--- src/rtl/core/http_request_head_parser_unit_assert.svh ---
// Assertion macros shared by the request head parser RTL.
`ifndef HTTP_REQUEST_HEAD_PARSER_UNIT_ASSERT_SVH
`define HTTP_REQUEST_HEAD_PARSER_UNIT_ASSERT_SVH

// Same-cycle implication, checked on i_clk, off while in reset.
`define HRHP_ASSERT_NOW(label, ante, cons) \
    label: assert property (@(posedge i_clk) disable iff (!i_rst_n) (ante) |-> (cons)) \
        else $error("hrhp: same-cycle check failed");

// Next-cycle implication, checked on i_clk, off while in reset.
`define HRHP_ASSERT_NEXT(label, ante, cons) \
    label: assert property (@(posedge i_clk) disable iff (!i_rst_n) (ante) |=> (cons)) \
        else $error("hrhp: next-cycle check failed");

`endif

--- src/rtl/core/hrhp_pkg.sv ---
// Shared types and constants of the request head parser.
`default_nettype none
package hrhp_pkg;

    localparam int unsigned LEN_W = 11;

    typedef logic [LEN_W-1:0] t_len;
    typedef logic [3:0][7:0]  t_word;

    typedef enum logic [1:0] {
        KIND_URL    = 2'd0,
        KIND_HOST   = 2'd1,
        KIND_ACCEPT = 2'd2,
        KIND_REJECT = 2'd3
    } t_kind;

    // one input item
    typedef struct packed {
        logic [7:0] data_byte;
        logic       stream_end;
    } t_item;

    // one result item
    typedef struct packed {
        t_kind      kind;
        logic [7:0] byte_value;
        logic       method;
    } t_result;

    // configuration register indexes
    localparam logic CFG_MAX_URL  = 1'b0;
    localparam logic CFG_MAX_HOST = 1'b1;

    localparam t_len LEN_RESET = 11'd1024;

    localparam logic [7:0] CH_SPACE = 8'h20;
    localparam logic [7:0] CH_COLON = 8'h3A;
    localparam logic [7:0] CH_CR    = 8'h0D;
    localparam logic [7:0] CH_LF    = 8'h0A;

    localparam logic [2:0] KEEP_MAX = 3'd4;

    localparam t_word WORD_GET  = 32'h0054_4547;
    localparam t_word WORD_POST = 32'h5453_4F50;
    localparam t_word WORD_HOST = 32'h7473_6F48;

endpackage
`default_nettype wire

--- src/rtl/core/hrhp_in_stage.sv ---
// Input register: holds one item ahead of the parse logic.
`default_nettype none
module hrhp_in_stage (
    input  wire             i_clk,
    input  wire             i_rst_n,
    input  wire             i_valid,
    output logic            o_ready,
    input  hrhp_pkg::t_item i_item,
    input  wire             i_take,
    output logic            o_valid,
    output hrhp_pkg::t_item o_item
);
    import hrhp_pkg::*;

    logic  r_valid;
    t_item r_item;

    // refill when empty or when the held item moves on this cycle
    assign o_ready = !r_valid || i_take;
    assign o_valid = r_valid;
    assign o_item  = r_item;

    always_ff @(posedge i_clk) begin
        if (!i_rst_n) begin
            r_valid <= 1'b0;
        end else if (o_ready) begin
            r_valid <= i_valid;
        end
    end

    always_ff @(posedge i_clk) begin
        if (o_ready && i_valid) begin
            r_item <= i_item;
        end
    end

endmodule
`default_nettype wire

--- src/rtl/core/hrhp_parse_fsm.sv ---
// Parse state machine: phase, kept method and key characters, field length.
`default_nettype none
module hrhp_parse_fsm (
    input  wire               i_clk,
    input  wire               i_rst_n,
    input  hrhp_pkg::t_item   i_item,
    input  wire               i_fire,
    input  hrhp_pkg::t_len    i_max_url,
    input  hrhp_pkg::t_len    i_max_host,
    output logic              o_res_valid,
    output hrhp_pkg::t_result o_res
);
    import hrhp_pkg::*;

    typedef enum logic [2:0] {
        PH_METHOD = 3'd0,
        PH_URL    = 3'd1,
        PH_LINE   = 3'd2,
        PH_KEY    = 3'd3,
        PH_SKIP   = 3'd4,
        PH_HOST   = 3'd5
    } t_phase;

    t_phase     r_phase, n_phase;
    t_word      r_mchars, n_mchars;
    logic [2:0] r_mcnt, n_mcnt;
    t_word      r_kchars, n_kchars;
    logic [2:0] r_kcnt, n_kcnt;
    t_len       r_len, n_len;
    logic       r_cr, n_cr;

    logic [7:0] c;
    logic       is_get, is_post, is_host;

    assign c       = i_item.data_byte;
    assign is_get  = (r_mcnt == 3'd3) && (r_mchars == WORD_GET);
    assign is_post = (r_mcnt == KEEP_MAX) && (r_mchars == WORD_POST);
    assign is_host = (r_kcnt == KEEP_MAX) && (r_kchars == WORD_HOST);

    always_comb begin
        n_phase     = r_phase;
        n_mchars    = r_mchars;
        n_mcnt      = r_mcnt;
        n_kchars    = r_kchars;
        n_kcnt      = r_kcnt;
        n_len       = r_len;
        n_cr        = r_cr;
        o_res_valid = 1'b0;
        o_res       = '{kind: KIND_URL, byte_value: 8'h00, method: 1'b0};

        if (i_item.stream_end) begin
            n_phase     = PH_METHOD;
            n_mchars    = '0;
            n_mcnt      = '0;
            n_kchars    = '0;
            n_kcnt      = '0;
            n_len       = '0;
            n_cr        = 1'b0;
            o_res_valid = 1'b1;
            o_res.kind  = KIND_REJECT;
        end else begin
            case (r_phase)
                PH_URL: begin
                    if (c == CH_SPACE) begin
                        n_phase = PH_LINE;
                        n_cr    = 1'b0;
                    end else if (r_len < i_max_url) begin
                        n_len            = r_len + t_len'(1);
                        o_res_valid      = 1'b1;
                        o_res.kind       = KIND_URL;
                        o_res.byte_value = c;
                    end
                end
                PH_LINE: begin
                    // line ends at the first LF right after a CR
                    if (r_cr && (c == CH_LF)) begin
                        n_phase = PH_KEY;
                        n_cr    = 1'b0;
                    end else begin
                        n_cr = (c == CH_CR);
                    end
                end
                PH_KEY: begin
                    if (c == CH_COLON) begin
                        n_phase = PH_SKIP;
                    end else if (r_kcnt < KEEP_MAX) begin
                        n_kchars[r_kcnt[1:0]] = c;
                        n_kcnt                = r_kcnt + 3'd1;
                    end
                end
                PH_SKIP: begin
                    n_phase = PH_HOST;
                    n_len   = '0;
                end
                PH_HOST: begin
                    if (c == CH_CR) begin
                        n_phase     = PH_METHOD;
                        n_mchars    = '0;
                        n_mcnt      = '0;
                        n_kchars    = '0;
                        n_kcnt      = '0;
                        n_len       = '0;
                        n_cr        = 1'b0;
                        o_res_valid = 1'b1;
                        if ((is_get || is_post) && is_host) begin
                            o_res.kind   = KIND_ACCEPT;
                            o_res.method = is_post;
                        end else begin
                            o_res.kind = KIND_REJECT;
                        end
                    end else if (r_len < i_max_host) begin
                        n_len            = r_len + t_len'(1);
                        o_res_valid      = 1'b1;
                        o_res.kind       = KIND_HOST;
                        o_res.byte_value = c;
                    end
                end
                default: begin
                    // method phase; unused codes behave the same
                    n_phase = PH_METHOD;
                    if (c == CH_SPACE) begin
                        n_phase = PH_URL;
                        n_len   = '0;
                    end else if (r_mcnt < KEEP_MAX) begin
                        n_mchars[r_mcnt[1:0]] = c;
                        n_mcnt                = r_mcnt + 3'd1;
                    end
                end
            endcase
        end
    end

    always_ff @(posedge i_clk) begin
        if (!i_rst_n) begin
            r_phase  <= PH_METHOD;
            r_mchars <= '0;
            r_mcnt   <= '0;
            r_kchars <= '0;
            r_kcnt   <= '0;
            r_len    <= '0;
            r_cr     <= 1'b0;
        end else if (i_fire) begin
            r_phase  <= n_phase;
            r_mchars <= n_mchars;
            r_mcnt   <= n_mcnt;
            r_kchars <= n_kchars;
            r_kcnt   <= n_kcnt;
            r_len    <= n_len;
            r_cr     <= n_cr;
        end
    end

endmodule
`default_nettype wire

--- src/rtl/core/hrhp_out_stage.sv ---
// Result register: holds one result until the sink takes it.
`default_nettype none
module hrhp_out_stage (
    input  wire               i_clk,
    input  wire               i_rst_n,
    input  wire               i_load,
    input  hrhp_pkg::t_result i_res,
    input  wire               i_ready,
    output logic              o_valid,
    output hrhp_pkg::t_result o_res
);
    import hrhp_pkg::*;

    logic    r_valid;
    t_result r_res;

    assign o_valid = r_valid;
    assign o_res   = r_res;

    always_ff @(posedge i_clk) begin
        if (!i_rst_n) begin
            r_valid <= 1'b0;
        end else if (i_load) begin
            r_valid <= 1'b1;
        end else if (i_ready) begin
            r_valid <= 1'b0;
        end
    end

    always_ff @(posedge i_clk) begin
        if (i_load) begin
            r_res <= i_res;
        end
    end

endmodule
`default_nettype wire

--- src/rtl/core/http_request_head_parser_unit.sv ---
// Top level of the HTTP request head parser.
`default_nettype none
`include "http_request_head_parser_unit_assert.svh"
// Streams an HTTP request one byte per item and walks method, URL, rest of
// the request line, header key, one skipped byte after the colon, and host.
// URL and host bytes are passed on as they arrive (kind 0 and 1) up to the
// configured length limits; the CR that ends the host gives a verdict
// (kind 2 accepted with method 0 GET / 1 POST, kind 3 rejected), and so does
// an item with tlast set, after which parsing restarts. One item is taken
// every clock: an input register feeds combinational parse logic that
// writes a result register, and the only stall comes from the sink
// holding m_axis_tready low while the result register is full and the
// held item would produce a result. Limit writes land in registers first.
module http_request_head_parser_unit (
    input  wire         i_clk,
    input  wire         i_rst_n,
    // input stream
    input  wire         s_axis_tvalid,
    output logic        s_axis_tready,
    input  wire  [7:0]  s_axis_tdata,   // [7:0] data_byte
    input  wire         s_axis_tlast,   // stream_end
    // result stream
    output logic        m_axis_tvalid,
    input  wire         m_axis_tready,
    output logic [7:0]  m_axis_tdata,   // [7:0] byte_value
    output logic [2:0]  m_axis_tuser,   // [1:0] kind, [2] method
    // configuration
    input  wire         i_cfg_we,
    input  wire         i_cfg_index,    // 0 max_url_length, 1 max_host_length
    input  wire  [10:0] i_cfg_data
);
    import hrhp_pkg::*;

    t_len    r_max_url;
    t_len    r_max_host;

    t_item   in_item;
    t_item   held_item;
    logic    held_valid;
    logic    fire;
    logic    res_valid;
    t_result res;
    t_result out_res;

    // length limits
    always_ff @(posedge i_clk) begin
        if (!i_rst_n) begin
            r_max_url  <= LEN_RESET;
            r_max_host <= LEN_RESET;
        end else if (i_cfg_we) begin
            case (i_cfg_index)
                CFG_MAX_URL:  r_max_url  <= i_cfg_data;
                CFG_MAX_HOST: r_max_host <= i_cfg_data;
                default:      r_max_url  <= r_max_url;
            endcase
        end
    end

    assign in_item.data_byte  = s_axis_tdata;
    assign in_item.stream_end = s_axis_tlast;

    hrhp_in_stage u_in (
        .i_clk   (i_clk),
        .i_rst_n (i_rst_n),
        .i_valid (s_axis_tvalid),
        .o_ready (s_axis_tready),
        .i_item  (in_item),
        .i_take  (fire),
        .o_valid (held_valid),
        .o_item  (held_item)
    );

    // held item moves on unless it has a result and the result slot stays full
    assign fire = held_valid && (!res_valid || !m_axis_tvalid || m_axis_tready);

    hrhp_parse_fsm u_fsm (
        .i_clk       (i_clk),
        .i_rst_n     (i_rst_n),
        .i_item      (held_item),
        .i_fire      (fire),
        .i_max_url   (r_max_url),
        .i_max_host  (r_max_host),
        .o_res_valid (res_valid),
        .o_res       (res)
    );

    hrhp_out_stage u_out (
        .i_clk   (i_clk),
        .i_rst_n (i_rst_n),
        .i_load  (fire && res_valid),
        .i_res   (res),
        .i_ready (m_axis_tready),
        .o_valid (m_axis_tvalid),
        .o_res   (out_res)
    );

    assign m_axis_tdata = out_res.byte_value;
    assign m_axis_tuser = {out_res.method, out_res.kind};

    `HRHP_ASSERT_NOW(a_full_blocks_input, held_valid && !fire, !s_axis_tready)
    `HRHP_ASSERT_NEXT(a_result_lands, fire && res_valid, m_axis_tvalid)
    `HRHP_ASSERT_NOW(a_verdict_no_byte, m_axis_tvalid && out_res.kind[1], m_axis_tdata == 8'h00)
    `HRHP_ASSERT_NOW(a_method_on_accept, m_axis_tvalid && out_res.kind != KIND_ACCEPT, !out_res.method)

endmodule
`default_nettype wire

--- config.mk ---
export PLATFORM = sky130hd
export DESIGN_NAME = http_request_head_parser_unit
export DESIGN_NICKNAME = d
export VERILOG_FILES = /design/src/rtl/core/hrhp_pkg.sv /design/src/rtl/core/hrhp_in_stage.sv /design/src/rtl/core/hrhp_parse_fsm.sv /design/src/rtl/core/hrhp_out_stage.sv /design/src/rtl/core/http_request_head_parser_unit.sv
export VERILOG_INCLUDE_DIRS = /design/src /design/src/rtl/core
export SDC_FILE = /design/constraint.sdc
export NUM_CORES = 1
export LEC_CHECK = 0
export CAP_MARGIN = 10
export CORE_ASPECT_RATIO = 1.2
export CORE_UTILIZATION = 42
export DETAILED_ROUTE_END_ITERATION = 8
export DONT_BUFFER_PORTS = 1
export SYNTH_ARGS = -nofsm -noshare
export SYNTH_HDL_FRONTEND = slang
export SYNTH_SLANG_ARGS = --single-unit
--- constraint.sdc ---
create_clock -name i_clk -period 2.4 [get_ports i_clk]
set_input_delay 0.12 -clock i_clk [delete_from_list [all_inputs] [get_ports i_clk]]
set_output_delay 0.12 -clock i_clk [all_outputs]
set_load 0.02 [all_outputs]
## Yosys cells after proc, flatten, opt, wreduce, memory -nomap -nowiden

Cells that the tools add are included.

| word-level totals | value |
|---|---|
| register bits | 129 |
| bits in latches | 0 |
| bits in writable memories | 0 |
| ROM bits | 0 |
| input port bits | 26 |
| output and inout bits | 13 |
| word-level logic and storage cells | 153 |
| memories kept | 0 |

| operators by class | value |
|---|---|
| add/subtract/negate cells | 3 |
| multipliers | 0 |
| divide/modulo/power cells | 0 |
| order comparisons | 8 |
| equality and inequality tests | 27 |
| shifts and indexed selects | 0 |
| muxes and demuxes | 57 |
| bitwise logic cells | 4 |
| reductions and logical operators | 32 |

Operators with widths:

| cell | number |
|---|---|
| 2-to-1 mux 32 bit | 7 |
| one-hot mux 32 bit (2 select lines) | 2 |
| 2-to-1 mux 11 bit | 6 |
| bitwise mux 32 bit | 2 |
| == test 32 x 31 -> 1 bit, second input constant | 2 |
| one-hot mux 11 bit (4 select lines) | 1 |
| 2-to-1 mux 3 bit | 11 |
| demux 8 bit (select 2 bit) | 2 |
| == test 32 x 23 -> 1 bit, second input constant | 1 |
| 2-to-1 mux 8 bit | 4 |
| less-than comparator 11 bit | 2 |
| one-hot mux 10 bit (2 select lines) | 1 |
| != test 3 x 2 -> 1 bit, second input constant | 6 |
| == test 8 x 4 -> 1 bit, second input constant | 2 |
| == test 8 x 6 -> 1 bit, second input constant | 2 |
| one-hot mux 3 bit (5 select lines) | 1 |
| AND reduction 5 bit | 3 |
| 2-to-1 mux 1 bit | 13 |
| == test 3 bit, second input constant | 4 |
| one-hot mux 3 bit (2 select lines) | 2 |
| adder 11 x 1 -> 11 bit, second input constant | 1 |
| logical AND 1 bit | 10 |
| 2-to-1 mux 10 bit | 1 |
| == test 3 x 2 -> 1 bit, second input constant | 3 |
| other kinds (24) | 42 |

## Depth between registers and ports, before layout

Gate-level depths: netlist of run 1.

| logic depth | value |
|---|---|
| word-level depth | 11 |
| gate-level depth with buffers | 11 |
| mapped depth without buffers | 9 |

## Modules after synthesis

A second synthesis of run 1 with hierarchy kept.

| unflattened totals | value |
|---|---|
| cell total of the unflattened synthesis | 690 |
| area, all modules | 6180.9 um2 |

Modules (own cells, without submodules):

| module | instances | cells each | area an instance (um2) |
|---|---|---|---|
| hrhp_parse_fsm | 1 | 572 | 4594.4 |
| http_request_head_parser_unit | 1 | 90 | 887.1 |
| hrhp_out_stage | 1 | 14 | 371.6 |
| hrhp_in_stage | 1 | 14 | 327.8 |

## Least setup slack after synthesis of run 1

Ideal clock, no wire load.

| path | value |
|---|---|
| path kind | register -> register |
| start | register u_fsm.r_len[2] |
| end | register u_in.r_item, in the netlist u_in.o_item[0] (enable) |
| library setup time | 0.282 ns |
| arrival time | 2.250 ns |
| setup slack | -0.132 ns |
| stages on the path, launching flop included | 9 |
| path buffers | 0 |
| clock period less this slack | 2.532 ns |
| cell sequence | dfxtp_1 -> ha_1 -> a21oi_1 -> o21ai_0 -> a221o_1 -> a21oi_1 -> o21ai_0 -> or2_2 -> and2_1 |

| on the way | value |
|---|---|
| cells in the longest elaborated chain, start to end | 11 |

RTL lines:

| item | line | text |
|---|---|---|
| start: declaration | hrhp_parse_fsm.sv:29 | `t_len r_len, n_len;` |
| start signal: assignment | hrhp_parse_fsm.sv:148 | `r_len <= n_len;` |
| less-than comparator 11 bit (on tied branches) | hrhp_parse_fsm.sv:111, hrhp_parse_fsm.sv:67 |  |
| 2-to-1 mux 1 bit (on tied branches) | hrhp_parse_fsm.sv:111, hrhp_parse_fsm.sv:67 |  |
| 2-to-1 mux 1 bit (on tied branches) | hrhp_parse_fsm.sv:96, hrhp_parse_fsm.sv:64 |  |
| one-hot mux 1 bit (2 select lines) (*) | hrhp_parse_fsm.sv:62 | `case (r_phase)` |
| 2-to-1 mux 1 bit (*) | hrhp_parse_fsm.sv:51 | `if (i_item.stream_end) begin` |
| zero test 1 bit (*) | http_request_head_parser_unit.sv:74 | `assign fire = held_valid && (!res_valid \|\| !m_axis_tvalid \|\| m_axis_tready);` |
| logical OR 1 bit (*) (2 in series) | http_request_head_parser_unit.sv:74 |  |
| logical AND 1 bit (*) | http_request_head_parser_unit.sv:74 |  |
| logical OR 1 bit (*) | hrhp_in_stage.sv:19 | `assign o_ready = !r_valid \|\| i_take;` |
| net s_axis_tready | http_request_head_parser_unit.sv:19 | `output logic s_axis_tready,` |
| logical AND 1 bit (*) | hrhp_in_stage.sv:32 | `if (o_ready && i_valid) begin` |
| end signal: assignment | hrhp_in_stage.sv:33 | `r_item <= i_item;` |
| end: declaration | hrhp_in_stage.sv:16 | `t_item r_item;` |

The timed path passes the listed nets; every way through them passes the cells marked *.
A chain may end at the register's enable or synchronous reset.

## Final worst setup path of run 1

| path | value |
|---|---|
| start | register u_in.r_item, in the netlist u_in.o_item[5] |
| end | register u_fsm.r_len[4] |

| on the way | value |
|---|---|
| cells in the longest elaborated chain, start to end | 9 |

RTL lines:

| item | line |
|---|---|
| == test 8 x 4 -> 1 bit / == test 8 x 6 -> 1 bit (equally long branches) | hrhp_parse_fsm.sv:96, hrhp_parse_fsm.sv:64, hrhp_parse_fsm.sv:121 |
| 2-to-1 mux 1 bit (on tied branches) | hrhp_parse_fsm.sv:96, hrhp_parse_fsm.sv:64 |
| one-hot mux 1 bit (2 select lines) | hrhp_parse_fsm.sv:62 |
| 2-to-1 mux 1 bit | hrhp_parse_fsm.sv:51 |
| zero test 1 bit | http_request_head_parser_unit.sv:74 |
| logical OR 1 bit (2 in series) | http_request_head_parser_unit.sv:74 |
| logical AND 1 bit | http_request_head_parser_unit.sv:74 |
| AND reduction 6 bit (no source line) | -- |

Several ways; a longest one is shown, not always the timed one.

==> key figures, run 1 <==
Timing
  – Max Transition Viols Final: 0
  – Setup slack of the critical path after layout: -0.0975 ns
  – Highest clock rate: between 0.4 and 0.5 GHz
  – Final setup fails: 32
  – Setup TNS: -1.14 ns
  – Unrepaired setup endpoints after global routing: yes
  – Relative slew slack: 0.439
  – Number of hold violations in the final report: 0
  – Final period demand of the worst path: 2.50 ns
  – Period utilization: 1.04
  – Setup Skew: between 0.01 and 0.015 ns
  – Worst-Margin Slew: between 0.8 and 0.9 ns

Floorplanning
  – Height of the die: 135 µm
  – I/O pin cnt: 39
  – Core Box Area: approximately 14,000 µm²
  – Initial Utilization: 0.430
  – Die width: 113 µm
  – Number of rows created at floorplan: 48
  – Die outline area: 15,200 µm²

Route
  – Length of the first detailed-routing pass in iterations: 5
  – Number of design-rule violations left by the first detailed-router iteration: 308
  – Drt drc: 0
  – DRT Wirelength: between 15,000 and 20,000 µm
  – Via count of the routed design: roughly 5,700
  – Via density per instance: between 5 and 6
  – Post-DR wirelength/cell: roughly 17 µm
  – Post-detailed-route count of antenna-violating nets: 0

Final layout
  – FILL cells: about 1,300
  – Net count, final: just under 900
  – Proportion of layout cells with a drive suffix above 1: 0.228
  – Area added between synthesis and finish: 30.9%
  – Most frequent cells in the layout: nand2_1, dfxtp_1, buf_4
  – Most common library cell in the layout ignoring fill and taps: nand2_1
  – Final Cell Area: ~8000 µm²

Placed design
  – Placed Instance Area: approximately 6800 µm²
  – HPWL after DPL: about 12,000 µm
  – Input/output buffers: 0
  – Gpl congestion: ~0.87

Synthesis
  – Post-synth top flop: dfxtp_1
  – Flip-flop and latch count after synthesis: between 100 and 150
  – Asr flop ratio synth: 0
  – Syn_nets: 780
  – Mean instance size in the synthesized netlist: 8.55 µm²
  – Post-synth EDFFs: 20
  – Area leader, netlist: dfxtp_1
  – Warnings, synthesis: 0
  – Gate count after technology mapping: between 700 and 800
  – Sequential fraction of the synthesis area: 0.451
  – Count of unique library cells instantiated by Yosys: 63
  – Post-synthesis instance area: about 6000 µm²
  – Top post-synthesis cells by area: dfxtp_1, edfxtp_1, nand2_1
  – Area share of the largest cell type after synthesis: 0.354

Worst hold path
  – Launch instance of the worst min-delay path: i_rst_n
  – Path type of the worst min-delay path: input port to flop
  – Worst hold path depth: 2
  – Hold-critical path endpoint: u_fsm.r_kchars[29]

Critical path
  – Critical path's top delay family: simple AND/OR/NAND/NOR gates
  – Sum of buffers and inverters on the critical path: 1
  – Endpoint of the most critical register-to-register path: u_fsm.r_len[4]
  – Crit path capture type: flop
  – Path depth of the worst reg2reg path: 8
  – R2R Setup Slk: -0.1 ns
  – Cell Chain, Critical Path: nor4_4 -> nand4_2 -> and3_1 -> a2bb2oi_4 -> o211ai_1 -> buf_4 -> or4_1 -> a21oi_1
  – Critical Path RT: 2.75 ns
  – Longest individual stage delay on the worst path: between 0.5 and 0.6 ns
  – Cell depth of the worst setup path: 8
  – Top fanout value on the critical path: 5
  – Startpoint of the worst register-to-register path: u_in.o_item[5]
  – Cell type of the slowest stage on the worst timing path: edfxtp_1
  – Category of the most critical setup path: flop to flop
  – Critical Path AT: 2.85 ns
  – Critical path launch point type: flop

Power and ir drop
  – Static power due to leakage: 3.00 nW
  – IR drop worst, VDD: 0.000511 V
  – Pwr per Cell Area: between 600 and 700 nW/µm²

Run status
  – Run status: finished, violations left
  – Violations in the final reports: setup timing

Clocking
  – Clock insertion delay at the later pin of the skew report: ~0.43 ns
  – CTS tree: built
  – H-tree depth: 4
  – Maximum number of buffers from clock root to sink: 2
  – Reg clk slew, reported paths: approximately 0.060 ns
  – Clock sink count: around 130
  – Number of buffers added by the clock tree synthesis step: 17
  – Clk root buf: clkbuf_16

Global route
  – GRT Residual Overflow: 0
  – Pin count of the biggest net entering global routing: between 100 and 150
  – Number of antenna violations at the first check in global routing: 1
  – Via count of the first global-routing pass: between 5,000 and 6,000
  – First-pass GRT wire length: between 20,000 and 30,000 µm
  – Total global-route track usage: 0.241

Flow run
  – Maximum Capacitance Violations: 0
cell type report:
cell class                      count  area [µm²]  share of cell area
Timing Repair Buffer              107         941               0.116
Clock inverter                     12         176              0.0218
Inverter                           31         116              0.0144
Sequential cell                   129        2800               0.347
Multi-Input combinational cell    525        3340               0.413
Antenna cell                        1        2.50            0.000310
Tap cell                          175         219              0.0271
Clock buffer                       20         479              0.0593
repair_timing:
item | in CTS | in global routing
setup endpoints to repair | 108 | 114
buffers inserted | 3 | 0
hold buffers | 25 | 0
pin swaps | 19 | 10
hold endpoints to repair | 110 | 0
resized for setup | 33 | 38
cloned | 2 | 1
sequential cells by signal, summed over array words and instances, names as in the netlist, 3 cells and up:
register and flops:
u_in.o_item 9, u_fsm.r_mcnt 3, u_fsm.r_mchars 32, u_fsm.r_kcnt 3, u_fsm.r_len 11, r_max_url 11, u_fsm.r_kchars 32, r_max_host 11
u_fsm.r_phase 3, u_out.o_res 11
synth_stat cells, types with 12 or more instances:
| cell type | instances |
|---|---|
| o21ai_1 | 41 |
| o22ai_1 | 32 |
| ha_1 | 32 |
| edfxtp_1 | 20 |
| and2_1 | 12 |
| inv_1 | 30 |
| nand3_1 | 46 |
| nand2_1 | 141 |
| nor2_1 | 20 |
| a21oi_1 | 52 |
| dfxtp_1 | 109 |
| o21ai_0 | 15 |
| clkbuf_1 | 23 |
metrics by stage:
step / util / hold slack, ns / instances / total power, mW / setup slack, ns
floorplan: - / 0.219 / 722 / 2.51 / -0.0574
global placement: 0.475 / 0.219 / 936 / 2.60 / -0.117
detailed placement: 0.475 / 0.219 / 936 / 2.60 / -0.207
CTS: 0.552 / 0.0409 / 998 / 5.52 / -0.0851
global route: 0.563 / 0.0571 / 1000 / 5.68 / -0.202
finish: 0.563 / 0.0456 / 1000 / 5.51 / -0.0975
per-layer routing:
metal | up-vias | part of all wire | global-route usage | routed length (µm)
li1 | 2783 | - | - | -
met1 | 2648 | 0.41 | 0.285 | 7030
met2 | 180 | 0.51 | 0.417 | 8780
met3 | 47 | 0.053 | 0.0512 | 910
met4 | 0 | 0.034 | 0.116 | 597
met5 | - | 0 | 0 | 0
report_power, final:
part	total, mW	switching, mW	internal (mW)
Sequential	2.28	0.0379	2.24
Clock	2.85	0.985	1.86
Combinational	0.382	0.226	0.156
logic make-up after synthesis:
family,after synthesis,share of synthesized area
multiplexers,2,0.00324
flip-flops,129,0.451
AO/OA/AOI/OAI,180,0.176
buffers and inverters,68,0.0448
adder cells (fa/ha/maj),32,0.0649
XOR/XNOR,1,0.00142
AND/OR/NAND/NOR,310,0.258
worst max-delay path by stage:
stage / startpoint / endpoint / slack [ns]
after CTS: r_max_host[3] / u_fsm.r_len[4] / -0.09
after global routing: r_max_url[8] / s_axis_tready / -0.20
after floorplan: u_fsm.r_len[2] / u_in.o_item[0] / -0.06
after detailed placement: u_fsm.r_len[9] / u_in.o_item[7] / -0.21
final: u_in.o_item[5] / u_fsm.r_len[4] / -0.1
after global placement: u_fsm.r_len[9] / u_in.o_item[4] / -0.12
(Power assumes the default switching activity.)
==> inputs of run 2 (changes only) <==
- MAX_ROUTING_LAYER: default -> met4
- SKIP_LAST_GASP: default -> 1
==> key figures, run 2 (synthesis results as in run 1) <==
Run status
  – Run status: finished, violations left
  – Violations in the final reports: setup timing

Clocking
  – Clock insertion delay at the later pin of the skew report: 0.42 ns (about the same)
  – Clk root buf: clkbuf_16
  – Number of buffers added by the clock tree synthesis step: 17 (unchanged)
  – Clock sink count: 129 (unchanged)
  – CTS tree: built
  – Reg clk slew, reported paths: 0.05 ns (about the same)
  – H-tree depth: 4 (unchanged)
  – Maximum number of buffers from clock root to sink: 2 (unchanged)

Power and ir drop
  – IR drop worst, VDD: 0.000480 V (-6.2%)
  – Static power due to leakage: 3.03 nW (+0.99%)
  – Proportion of power drawn by flip-flops and latches: 0.447 (+0.033)
  – Share of power burned in combinational logic: 0.079 (+0.010)
  – Total Power Consumption: 5.10 mW (-7.4%)
  – Pint: 3.93 mW (-7.7%)
  – Portion of total power attributed to the clock network: 0.473 (-0.044)
  – Pwr per Cell Area: 617 nW/µm² (-9.4%)
  – Sw Ratio: 0.229 (+0.00232)
  – Switching power total: 1.17 mW (-6.5%)

Route
  – Post-detailed-route count of antenna-violating nets: 0 (unchanged)
  – DRT Wirelength: 17,800 µm (+3.0%)
  – Post-DR wirelength/cell: 17.6 µm (+1.5%)
  – Via density per instance: 5.69 (+0.59%)
  – Number of design-rule violations left by the first detailed-router iteration: 496 (+61%)
  – Drt drc: 0 (unchanged)
  – Via count of the routed design: 5,777 (+2.1%)
  – Length of the first detailed-routing pass in iterations: 4 (-1)

Final layout
  – FILL cells: 1,258 (-1.0%)
  – Final Cell Area: 8250 µm² (+2.2%)
  – Most frequent cells in the layout: nand2_1, dfxtp_1, buf_4
  – Proportion of layout cells with a drive suffix above 1: 0.264 (+0.0356)
  – Net count, final: 880 (+1.3%)
  – Largest registers in the final layout: u_fsm.r_kchars: 32 flops, u_fsm.r_mchars: 32 flops
  – Most common library cell in the layout ignoring fill and taps: nand2_1
  – Final core occ: 0.575 (+0.0123)
  – Area added between synthesis and finish: 33.8%

Global route
  – Via count of the first global-routing pass: 5,577 (+0.054%)
  – Total global-route track usage: 0.244 (+0.00265)
  – First-pass GRT wire length: 27,800 µm (-1.8%)
  – GRT Residual Overflow: 0 (unchanged)
  – Pin count of the biggest net entering global routing: 112 (-0.88%)
  – Number of antenna violations at the first check in global routing: 4 (+3)

Floorplanning
  – Die outline area: 15,200 µm² (unchanged)
  – I/O pin cnt: 39 (unchanged)
  – Core Box Area: 14,400 µm² (unchanged)
  – Number of rows created at floorplan: 48 (unchanged)
  – Height of the die: 135 µm (unchanged)
  – Die width: 113 µm (unchanged)
  – Initial Utilization: 0.430 (unchanged)

Flow run
  – Maximum Capacitance Violations: 0 (unchanged)

Timing
  – Period utilization: 1.04 (-0.00507)
  – Worst-Margin Slew: 0.810 ns (-0.0296 ns)
  – Setup slack of the critical path after layout: -0.0853 ns (+0.0122 ns)
  – Unrepaired setup endpoints after global routing: yes
  – Highest clock rate: 0.402 GHz (+0.49%)
  – Max Transition Viols Final: 0 (unchanged)
  – Final setup fails: 19 (-41%)
  – Final period demand of the worst path: 2.49 ns (-0.0122 ns)
  – Setup TNS: -0.613 ns (+0.526 ns)
  – Setup Skew: 0.00863 ns (-0.00225 ns)
  – Number of hold violations in the final report: 0 (unchanged)
  – Relative slew slack: 0.459 (+0.0198)

Critical path
  – Category of the most critical setup path: flop to primary output
  – Critical Path RT: 2.28 ns (-0.47 ns)
  – Top fanout value on the critical path: 4 (-1)
  – Critical path launch point type: flop
  – Crit path capture type: primary output
  – Critical Path AT: 2.37 ns (-0.48 ns)

Placed design
  – HPWL after DPL: 11,900 µm (-0.75%)
  – Gpl congestion: 0.880 (+1.7%)
  – Input/output buffers: 0 (unchanged)
  – Placed Instance Area: 6830 µm² (+0.11%)
  – Placement-stage worst setup slack: -0.159 ns (+0.0485 ns)

Worst hold path
  – Path type of the worst min-delay path: input port to flop
-- run 2: power groups by stage --
stage                     clock network (mW)  logic, mW  registers, mW
after detailed placement                   0      0.277           2.32
final                                   2.41      0.405           2.28
after global routing                    2.54      0.438           2.28
after floorplan                            0      0.200           2.31
after CTS                               2.44      0.374           2.28
after global placement                     0      0.272           2.32
-- run 2: layout make-up --
type                       instances  area (µm²)  area share
clock buffer                      26         499      0.0605
clock inverter                     5        52.6     0.00637
tap                              175         219      0.0265
multi-input combinational        525        3500       0.424
inverter                          31         116      0.0141
sequential                       129        2810       0.341
antenna                            6        15.0     0.00182
timing repair buffer             118        1040       0.126
-- run 2: stage by stage --
step	hold slack [ns]	instances
after detailed placement	0.219	937
after CTS	0.0125	999
after floorplan	0.219	722
after global placement	0.219	937
final	0.0104	1015
after global routing	0.0289	1013
-- run 2: metal layers --
layer | up-vias | part of all wire | track usage
met4 | 0 | 0.019 | 0.0970
met1 | 2778 | 0.42 | 0.278
met5 | - | 0 | -
met2 | 156 | 0.51 | 0.410
li1 | 2809 | - | -
met3 | 34 | 0.049 | 0.0628
-- run 2: worst paths after layout --
check	slack, ns	to	cells after the start	start
setup reg to reg	-0.08	u_fsm.r_len[4]	9	u_fsm.r_len[9]
setup / recovery	-0.09	s_axis_tready	7	u_in.o_item[7]
hold reg to reg	0.45	u_fsm.r_mchars[22]	2	u_fsm.r_mchars[22]
hold / removal	0.01	u_fsm.r_kchars[13]	2	i_rst_n
-- run 2: worst max-delay path: stages, from the launching register on --
cell,delay [ns]
edfxtp_1,0.49
nor4_4,0.37
nand4_2,0.20
buf_4,0.19
a21oi_2,0.21
o21ai_2,0.11
or2_4,0.25
buf_6,0.13
-- run 2: what timing repair did --
action / 4_1_cts / 5_1_grt
setup buffers: 6 / 11
hold buffers: 25 / 0
resized for setup: 56 / 58
pin swaps: 23 / 25
endpoints found under the setup margin: 112 / 115
endpoints found under the hold margin: 110 / 0
gates cloned: 1 / 2
==> inputs of run 3 (changes only) <==
--- a/config.mk
+++ b/config.mk
@@ -14,2 +14,3 @@
 export MAX_ROUTING_LAYER = met4
+export SKIP_CTS_REPAIR_TIMING = 1
 export SKIP_LAST_GASP = 1
==> constraint.sdc (replaced) <==
create_clock -name i_clk -period 2.4 [get_ports i_clk]
set_input_delay 0.24 -clock i_clk [delete_from_list [all_inputs] [get_ports i_clk]]
set_output_delay 0.24 -clock i_clk [all_outputs]
set_load 0.02 [all_outputs]
==> key figures, run 3 (synthesis results as in run 1) <==
Timing
  – Unrepaired setup endpoints after global routing: yes
  – Setup Skew: 0.00628 ns (-0.00234 ns)
  – Final period demand of the worst path: 2.63 ns (+0.141 ns)
  – Worst-Margin Slew: 0.912 ns (+0.102 ns)
  – Period utilization: 1.09 (+0.0587)
  – Number of hold violations in the final report: 3 (+3)
  – Worst hold margin: -0.0286 ns (-0.0390 ns)
  – Setup slack of the critical path after layout: -0.226 ns (-0.141 ns)
  – Relative slew slack: 0.390 (-0.0690)
  – Final setup fails: 73 (+54)
  – Highest clock rate: 0.381 GHz (-5.4%)
  – Max Transition Viols Final: 0 (unchanged)

Final layout
  – Count of non-filler cells in the finished layout: 1,008 (-0.69%)
  – Proportion of layout cells with a drive suffix above 1: 0.258 (-0.00538)
  – Most common library cell in the layout ignoring fill and taps: nand2_1
  – Largest registers in the final layout: u_fsm.r_kchars: 32 flops, u_fsm.r_mchars: 32 flops
  – FILL cells: 1,248 (-0.79%)
  – Area added between synthesis and finish: 35.0%
  – Net count, final: 878 (-0.23%)
  – Most frequent cells in the layout: nand2_1, dfxtp_1, buf_4

Critical path
  – Critical Path RT: 2.77 ns (+0.49 ns)
  – Critical path's top delay family: simple AND/OR/NAND/NOR gates
  – CP endpoint: u_fsm.r_mcnt[2]
  – Cell depth of the worst setup path: 9 (+2)
  – Critical path launch point type: flop
  – Category of the most critical setup path: flop to flop
  – Origin of the worst setup path: u_in.o_item[7]
  – Crit path capture type: flop
  – Cell Chain, Critical Path: buf_6 -> nor3b_4 -> nand3_4 -> a41o_1 -> a21o_1 -> o21a_1 -> buf_12 -> or4_1 -> a21oi_2
  – Critical Path AT: 3.00 ns (+0.63 ns)
  – Path depth of the worst reg2reg path: 9 (unchanged)
  – Startpoint of the worst register-to-register path: u_in.o_item[7]
  – Cell type of the slowest stage on the worst timing path: or4_1
  – Top fanout value on the critical path: 29 (+25)
  – Sum of buffers and inverters on the critical path: 2 (unchanged)
  – R2R Setup Slk: -0.23 ns (-0.15 ns)
  – Endpoint of the most critical register-to-register path: u_fsm.r_mcnt[2]
  – Longest individual stage delay on the worst path: 0.53 ns (+0.04 ns)

Route
  – Post-DR wirelength/cell: 18.3 µm (+4.0%)
  – Number of design-rule violations left by the first detailed-router iteration: 449 (-9.5%)
  – Via count of the routed design: 5,826 (+0.85%)
  – Via density per instance: 5.78 (+1.5%)
  – Post-detailed-route count of antenna-violating nets: 0 (unchanged)
  – DRT Wirelength: 18,400 µm (+3.3%)
  – Drt drc: 0 (unchanged)
  – Length of the first detailed-routing pass in iterations: 5 (+1)

Floorplanning
  – Core Box Area: 14,400 µm² (unchanged)
  – Die width: 113 µm (unchanged)
  – Initial Utilization: 0.430 (unchanged)
  – Height of the die: 135 µm (unchanged)
  – Die outline area: 15,200 µm² (unchanged)
  – I/O pin cnt: 39 (unchanged)
  – Number of rows created at floorplan: 48 (unchanged)

Clocking
  – Maximum number of buffers from clock root to sink: 2 (unchanged)
  – Clk root buf: clkbuf_16
  – Clock insertion delay at the later pin of the skew report: 0.43 ns (about the same)
  – Clock sink count: 129 (unchanged)
  – H-tree depth: 4 (unchanged)
  – CTS tree: built
  – Number of buffers added by the clock tree synthesis step: 17 (unchanged)
  – Reg clk slew, reported paths: 0.06 ns (about the same)

Global route
  – Via count of the first global-routing pass: 5,370 (-3.7%)
  – GRT Residual Overflow: 0 (unchanged)
  – First-pass GRT wire length: 26,900 µm (-3.0%)
  – Number of antenna violations at the first check in global routing: 1 (-3)
  – Total global-route track usage: 0.239 (-0.00512)
  – Pin count of the biggest net entering global routing: 118 (+5.4%)

Run status
  – Violations in the final reports: hold timing, setup timing
  – Run status: finished, violations left

Power and ir drop
  – IR drop worst, VDD: 0.000543 V (+13%)
  – Static power due to leakage: 3.02 nW (-0.54%)
  – Pwr per Cell Area: 597 nW/µm² (-3.3%)

Placed design
  – Placement-stage worst setup slack: -0.152 ns (+0.00686 ns)
  – Input/output buffers: 0 (unchanged)
  – Placed Cells: 941 (+0.43%)
  – HPWL after DPL: 12,000 µm (+0.70%)
  – Gpl congestion: 0.871 (-0.93%)

Worst hold path
  – Path type of the worst min-delay path: input port to flop

Flow run
  – Maximum Capacitance Violations: 0 (unchanged)
==> run 3: cell count changes in the layout (fill, tap and decap cells not counted), sizes merged, moves of 2 or more <==
cell      previous run  this run
clkinv               3         6
diode                6         1
buf                 93        90
clkinvlp             1         3
inv                 31        33
clkbuf              27        21
==> run 3: metal layers <==
metal / vias up / track usage / wire length (µm) / part of all wire
met1: 2822 / 0.270 / 7720 / 0.42
met5: - / - / 0 / 0
met4: 0 / 0.0830 / 606 / 0.033
met3: 43 / 0.0705 / 804 / 0.044
met2: 159 / 0.402 / 9310 / 0.50
li1: 2802 / - / - / -
==> run 3: worst register-to-register path, stage by stage (launching register included) <==
cell and delay [ns]:
edfxtp_1 0.46, buf_6 0.17, nor3b_4 0.26, nand3_4 0.14
a41o_1 0.23, a21o_1 0.19, o21a_1 0.24, buf_12 0.18
or4_1 0.55, a21oi_2 0.14
==> run 3: power by group <==
group / internal [mW] / switching (mW) / leakage [nW]
combinational: 0.165 / 0.246 / 1.69
sequential: 2.24 / 0.0383 / 1.07
clock: 1.32 / 0.963 / 0.252
total: 3.73 / 1.25 / 3.02
==> run 3: worst min path at each step <==
stage                          startpoint            endpoint  cells past startpoint
after floorplan              s_axis_tlast      u_in.o_item[0]                      0
after global placement    s_axis_tdata[4]      u_in.o_item[5]                      0
after detailed placement  s_axis_tdata[4]      u_in.o_item[5]                      0
after CTS                 s_axis_tdata[4]      u_in.o_item[5]                      0
after global routing              i_rst_n  u_fsm.r_kchars[27]                      2
final                             i_rst_n  u_fsm.r_mchars[26]                      2
==> run 3: final cells by class <==
type	count	area [µm²]	area share
clock inverters	11	65.1	0.00781
flip-flops and latches	129	2790	0.335
inverters	31	116	0.0140
clock buffers	20	447	0.0536
multi-input cells	525	3650	0.438
well taps	175	219	0.0263
repair buffers	116	1030	0.124
diodes	1	2.50	0.000300
==> run 3: through the flow <==
step	total power, mW	util	instance area [µm²]	setup TNS, ns
after detailed placement	2.60	0.478	6860	-4.41
after global placement	2.60	0.478	6860	-1.26
after floorplan	2.51	-	6180	-1.15
after global routing	5.14	0.580	8330	-9.85
after CTS	4.86	0.513	7370	-7.52
final	4.98	0.580	8330	-5.67
